[config.mk]
export PLATFORM = sky130hd
export DESIGN_NAME = rct_hash
export DESIGN_NICKNAME = d
export VERILOG_FILES = /design/src/design/rct_pkg.sv /design/src/design/rct_hash.sv
export SDC_FILE = /design/constraint.sdc
export NUM_CORES = 2
export LEC_CHECK = 0
export BUFFER_PORTS_ARGS = -buffer_cell sky130_fd_sc_hd__buf_4
export CORE_MARGIN = 1.5
export CORE_UTILIZATION = 55
export CTS_BUF_LIST = sky130_fd_sc_hd__clkbuf_8
export DETAILED_ROUTE_END_ITERATION = 8
export GPL_ROUTABILITY_DRIVEN = 0
export GPL_TIMING_DRIVEN = 1
export PLACE_DENSITY = 0.74
export SYNTH_ARGS = -nofsm -noshare
export SYNTH_HDL_FRONTEND = slang
export SYNTH_SLANG_ARGS = --single-unit
[constraint.sdc]
create_clock -name clock -period 16.2 [get_ports clock]
set_input_delay 1.62 -clock clock [delete_from_list [all_inputs] [get_ports clock]]
set_output_delay 1.62 -clock clock [all_outputs]
set_load 0.005 [all_outputs]
[src/design/rct_pkg.sv]
// Shared types and constants for the address reference-count table.
// Used by rct_hash, rct_bucket_mem and address_refcount_table; depends on nothing.
`timescale 1ns / 1ps
`default_nettype none

package rct_pkg;

   localparam int ADDR_W = 64;
   localparam int COUNT_W = 32;
   localparam int CFG_W = 13;

   localparam int DEFAULT_NUM_BUCKETS = 1024;
   localparam int DEFAULT_WAYS = 4;

   localparam logic [ADDR_W-1:0] HASH_MULT = 64'h9E37_79B9_7F4A_7C15;
   localparam int HASH_SHIFT = 32;

   localparam logic [COUNT_W-1:0] COUNT_MAX = '1;
   localparam logic [CFG_W-1:0] CFG_RESET = 13'd3072;

   localparam logic CMD_INC = 1'b0;
   localparam logic CMD_DEC = 1'b1;

   typedef enum logic [1:0] {
      STATUS_COUNTED   = 2'd0,
      STATUS_REMOVED   = 2'd1,
      STATUS_NOT_FOUND = 2'd2,
      STATUS_NO_ROOM   = 2'd3
   } status_type;

endpackage

`default_nettype wire

[src/design/rct_hash.sv]
// Bucket hash: golden-ratio multiply on one shared 32x32 multiplier, then the
// remainder by the bucket count through a reciprocal multiply on the same unit.
// Depends on rct_pkg.
`timescale 1ns / 1ps
`default_nettype none

module rct_hash #(
   parameter int NUM_BUCKETS = rct_pkg::DEFAULT_NUM_BUCKETS
) (
   input  wire logic                              clock,
   input  wire logic                              reset,
   input  wire logic                              start,
   input  wire logic [rct_pkg::ADDR_W-1:0]        address,
   output logic                                   done,
   output logic [$clog2(NUM_BUCKETS)-1:0]         bucket
);

   localparam int BKT_W = $clog2(NUM_BUCKETS);
   localparam int HALF = rct_pkg::HASH_SHIFT;
   localparam logic [HALF-1:0] RECIP = HALF'((64'd1 << HALF) / NUM_BUCKETS);
   localparam logic [HALF-1:0] DIVISOR = HALF'(NUM_BUCKETS);

   localparam logic [1:0] MUL_LO_LO = 2'd0;
   localparam logic [1:0] MUL_LO_HI = 2'd1;
   localparam logic [1:0] MUL_HI_LO = 2'd2;

   typedef enum logic [6:0] {
      H_IDLE = 7'b0000001,
      H_MUL  = 7'b0000010,
      H_ACC  = 7'b0000100,
      H_QUO  = 7'b0001000,
      H_REM  = 7'b0010000,
      H_FIX  = 7'b0100000,
      H_DONE = 7'b1000000
   } hash_state_type;

   hash_state_type                 state_ff, state_in;
   logic [rct_pkg::ADDR_W-1:0]     addr_ff, addr_in;
   logic [1:0]                     sel_ff, sel_in;
   logic [2*HALF-1:0]              prod_ff, prod_in;
   logic [HALF-1:0]                acc_ff, acc_in;
   logic [BKT_W-1:0]               rem_ff, rem_in;

   logic [HALF-1:0]                a_op;
   logic [HALF-1:0]                m_op;
   logic [HALF-1:0]                term;
   logic [HALF-1:0]                mul_a;
   logic [HALF-1:0]                mul_b;
   logic [2*HALF-1:0]              mul_p;
   logic [HALF-1:0]                diff;
   logic [HALF-1:0]                fixed;

   always_comb begin
      a_op = (sel_ff == MUL_HI_LO) ? addr_ff[2*HALF-1:HALF] : addr_ff[HALF-1:0];
      m_op = (sel_ff == MUL_LO_HI) ? rct_pkg::HASH_MULT[2*HALF-1:HALF]
                                   : rct_pkg::HASH_MULT[HALF-1:0];
      term = (sel_ff == MUL_LO_LO) ? prod_ff[2*HALF-1:HALF] : prod_ff[HALF-1:0];
      // shared multiplier operands
      case (state_ff)
         H_QUO: begin
            mul_a = acc_ff;
            mul_b = RECIP;
         end
         H_REM: begin
            mul_a = prod_ff[2*HALF-1:HALF];
            mul_b = DIVISOR;
         end
         default: begin
            mul_a = a_op;
            mul_b = m_op;
         end
      endcase
      mul_p = (2*HALF)'(mul_a) * (2*HALF)'(mul_b);
      // quotient estimate is low by at most one
      diff = acc_ff - prod_ff[HALF-1:0];
      fixed = (diff >= DIVISOR) ? diff - DIVISOR : diff;
   end

   always_comb begin
      state_in = state_ff;
      addr_in = addr_ff;
      sel_in = sel_ff;
      prod_in = prod_ff;
      acc_in = acc_ff;
      rem_in = rem_ff;
      case (state_ff)
         H_IDLE: begin
            if (start) begin
               addr_in = address;
               sel_in = MUL_LO_LO;
               acc_in = '0;
               state_in = H_MUL;
            end
         end
         H_MUL: begin
            prod_in = mul_p;
            state_in = H_ACC;
         end
         H_ACC: begin
            acc_in = acc_ff + term;
            sel_in = sel_ff + 2'd1;
            if (sel_ff == MUL_HI_LO) begin
               state_in = H_QUO;
            end else begin
               state_in = H_MUL;
            end
         end
         H_QUO: begin
            prod_in = mul_p;
            state_in = H_REM;
         end
         H_REM: begin
            prod_in = mul_p;
            state_in = H_FIX;
         end
         H_FIX: begin
            rem_in = fixed[BKT_W-1:0];
            state_in = H_DONE;
         end
         H_DONE: begin
            state_in = H_IDLE;
         end
         default: begin
            state_in = H_IDLE;
         end
      endcase
   end

   always_ff @(posedge clock) begin
      if (reset) begin
         state_ff <= H_IDLE;
      end else begin
         state_ff <= state_in;
      end
      addr_ff <= addr_in;
      sel_ff <= sel_in;
      prod_ff <= prod_in;
      acc_ff <= acc_in;
      rem_ff <= rem_in;
   end

   assign done = (state_ff == H_DONE);
   assign bucket = rem_ff;

endmodule

`default_nettype wire

==> results.ini <==
[worst_setup_path]
crit_path_top_delay_cell = a221oi_1
cp-end-kind = flop
cp.arrival_ns = 11.86
required_ns = 16.45
worstPathMaxFanout = 23
cp-start-kind = flop
critical-path-max-stage-delay_ns = 0.88
path_class = reg -> reg

[timing]
setup_tns_ns = 0
rsz0062_at_grt = false
setup_viol = 0
min_period_ns = 11.61
whs_ns = 0.515
fin_crit_sh_pct = 71.7
hold_viol_final = 0
fin_skew_ns = 0.0202
drv_slew = 0
fmax_mhz = 86.1
tightestPinTransition_ns = 1.15
maxSlewHeadroom_pct = 23.6

[routing]
vias_per_cell = 5.81
met3WireLength_um = 10000
wirelength_um = 103000
ant_nets = 0
drc = 0
wl_met2_um = 46400
initialDrtViolationCount = 2764
wl_per_cell_um = 24.4
dr_total_vias = 24634
drt_pass1_iterations = 6
highest_layer = met5
wl_met1_um = 37700

[clocking]
cts.sinks = 179
clk_pin_slew_ns = 0.09
clkLatencyLatePin_ns = 0.51
cts_root_buffer = clkbuf_8
clk_path_buf_depth = 2
holdBufCountCts = 0
postCtsResizedCells = 0
post_cts_buffers = 0
cts-buffers-inserted = 17
cts.htree.levels = 4
cts_tree = built

[die]
coreArea_um2 = 63000
die_area_um2 = 65100
ioPinCount = 78
die_w_um = 255
core.rowCount = 92
initial_utilization_pct = 55.6
die_h_um = 255

[yosys]
synth_common_cells = inv_1, fa_1, ha_1, nor2_1, edfxtp_1
synth_ff_type = edfxtp_1
synth.area.top_cells = fa_1, ha_1, edfxtp_1, inv_1, nor2_1
synth_top_area_cell = fa_1
syn_area_per_cell_um2 = 10.5
async_flop_share_pct = 0
synth.distinct_cells = 65
syn_inst = 3342
ys_ff_latch = 179
netlist.area_leader.share_pct = 39.9
synth_most_common_cell = inv_1
syn-cell-area_um2 = 35000
synth.net_count = 4558
synth_edf_count = 172
ys_seq_area_share_pct = 15.2
ys_warn_count = 0

[grt]
antenna_found_initial = 1
grt_pass1_wl_um = 156000
grt_pass1_vias = 26224
grt_max_degree = 65
grt.overflow.total = 0
grt_usage_pct = 33.3

[final_layout]
nFillCells = 5330
area_growth_pct = 5.55
antenna_cells = 0
multi_input_area_um2 = 25900
regArea_um2 = 5310
fin_nets = 4601
drive_gt1_share_pct = 5.95

[placement]
dp_hpwl_um = 89500
port_buffers = 77

[outcome]
status = complete, no violations

[run]
drv_cap = 0

[hold_path]
hp-class = reg -> reg

==> worst paths after layout <==
kind,slack [ns],startpoint,endpoint,cells after the start
min reg2reg,0.52,state_ff[5],state_ff[6],2
min,0.52,state_ff[5],state_ff[6],2
max,4.59,state_ff[6],prod_ff[55],33
max reg2reg,4.59,state_ff[6],prod_ff[55],33
==> through the flow <==
stage / setup WS (ns) / instances / util (%) / cell area [um2]
finish: 4.59 / 4243 / 58.6 / 36900
CTS: 4.78 / 4243 / 58.6 / 36900
floorplan: 6.74 / 3342 / - / 35000
detailed placement: 4.79 / 4212 / 58.1 / 36600
global placement: 5.00 / 4212 / 58.1 / 36600
global route: 4.17 / 4243 / 58.6 / 36900
==> worst max-delay path, delay by kind of cell (launching register included) <==
kind            cells  cell delay (ns)
compound gates      9             3.42
flops               1             0.35
buf+inv             8             1.18
simple gates        6             2.25
fa+ha+maj           9             4.04
xor+xnor            1             0.07
==> sequential cells by signal, summed over array words and instances (netlist names) <==
name and cells:
state_ff 7, addr_ff 64, bucket 10, prod_ff 64
acc_ff 32, sel_ff 2
==> logic make-up (layout without fill, tap and decap cells) <==
kind of cell | Yosys count | after routing | synth area share (%)
compound gates | 382 | 382 | 7.49
xor+xnor | 102 | 102 | 2.55
fa+ha+maj | 1149 | 1149 | 56.1
buf+inv | 1029 | 1084 | 11.0
flops | 179 | 179 | 15.2
mux | 61 | 61 | 1.91
simple gates | 440 | 440 | 5.76
==> placed cells by master (no fill, tap or decap), types with 4 or more instances in the layout <==
cell | netlist | routed
a211oi_1 | 12 | 12
a221o_1 | 24 | 24
nor3b_1 | 5 | 5
or2_2 | 4 | 4
nor3_1 | 12 | 12
mux2i_1 | 15 | 15
nand2_1 | 115 | 114
ha_1 | 451 | 450
edfxtp_1 | 172 | 172
a221oi_1 | 26 | 26
a311oi_1 | 5 | 5
nand3_1 | 19 | 19
o31ai_1 | 7 | 7
clkbuf_8 | 0 | 17
inv_1 | 948 | 951
nor2_1 | 176 | 172
xnor2_1 | 61 | 61
o21a_1 | 7 | 7
a21o_1 | 69 | 69
a21oi_1 | 100 | 100
nand2b_1 | 18 | 17
and3_1 | 7 | 7
o21bai_1 | 20 | 20
nand4_1 | 23 | 23
buf_4 | 0 | 105
clkinvlp_4 | 0 | 4
fa_1 | 698 | 698
mux2_2 | 46 | 46
and2_1 | 21 | 20
dfxtp_1 | 7 | 7
o21ai_0 | 63 | 63
a31oi_1 | 21 | 21
xor2_1 | 41 | 41
nor2b_1 | 23 | 23
==> final cells by class <==
type / instances / share of cell area [%]
tap: 846 / 2.87
multi-input combinational: 2134 / 70.0
clock inverter: 14 / 0.322
timing repair buffer: 105 / 2.13
inverter: 948 / 9.64
sequential: 179 / 14.4
clock buffer: 17 / 0.634
==> layer usage <==
metal / track usage [%] / vias up
met5: 0 / -
met3: 6.74 / 415
met1: 41.9 / 12225
li1: - / 10522
met2: 51.2 / 1470
met4: 24.2 / 2
Power is left out: the tool's default activity adds up to more than one toggle a clock period on the data nets, which glitch-free logic cannot reach.
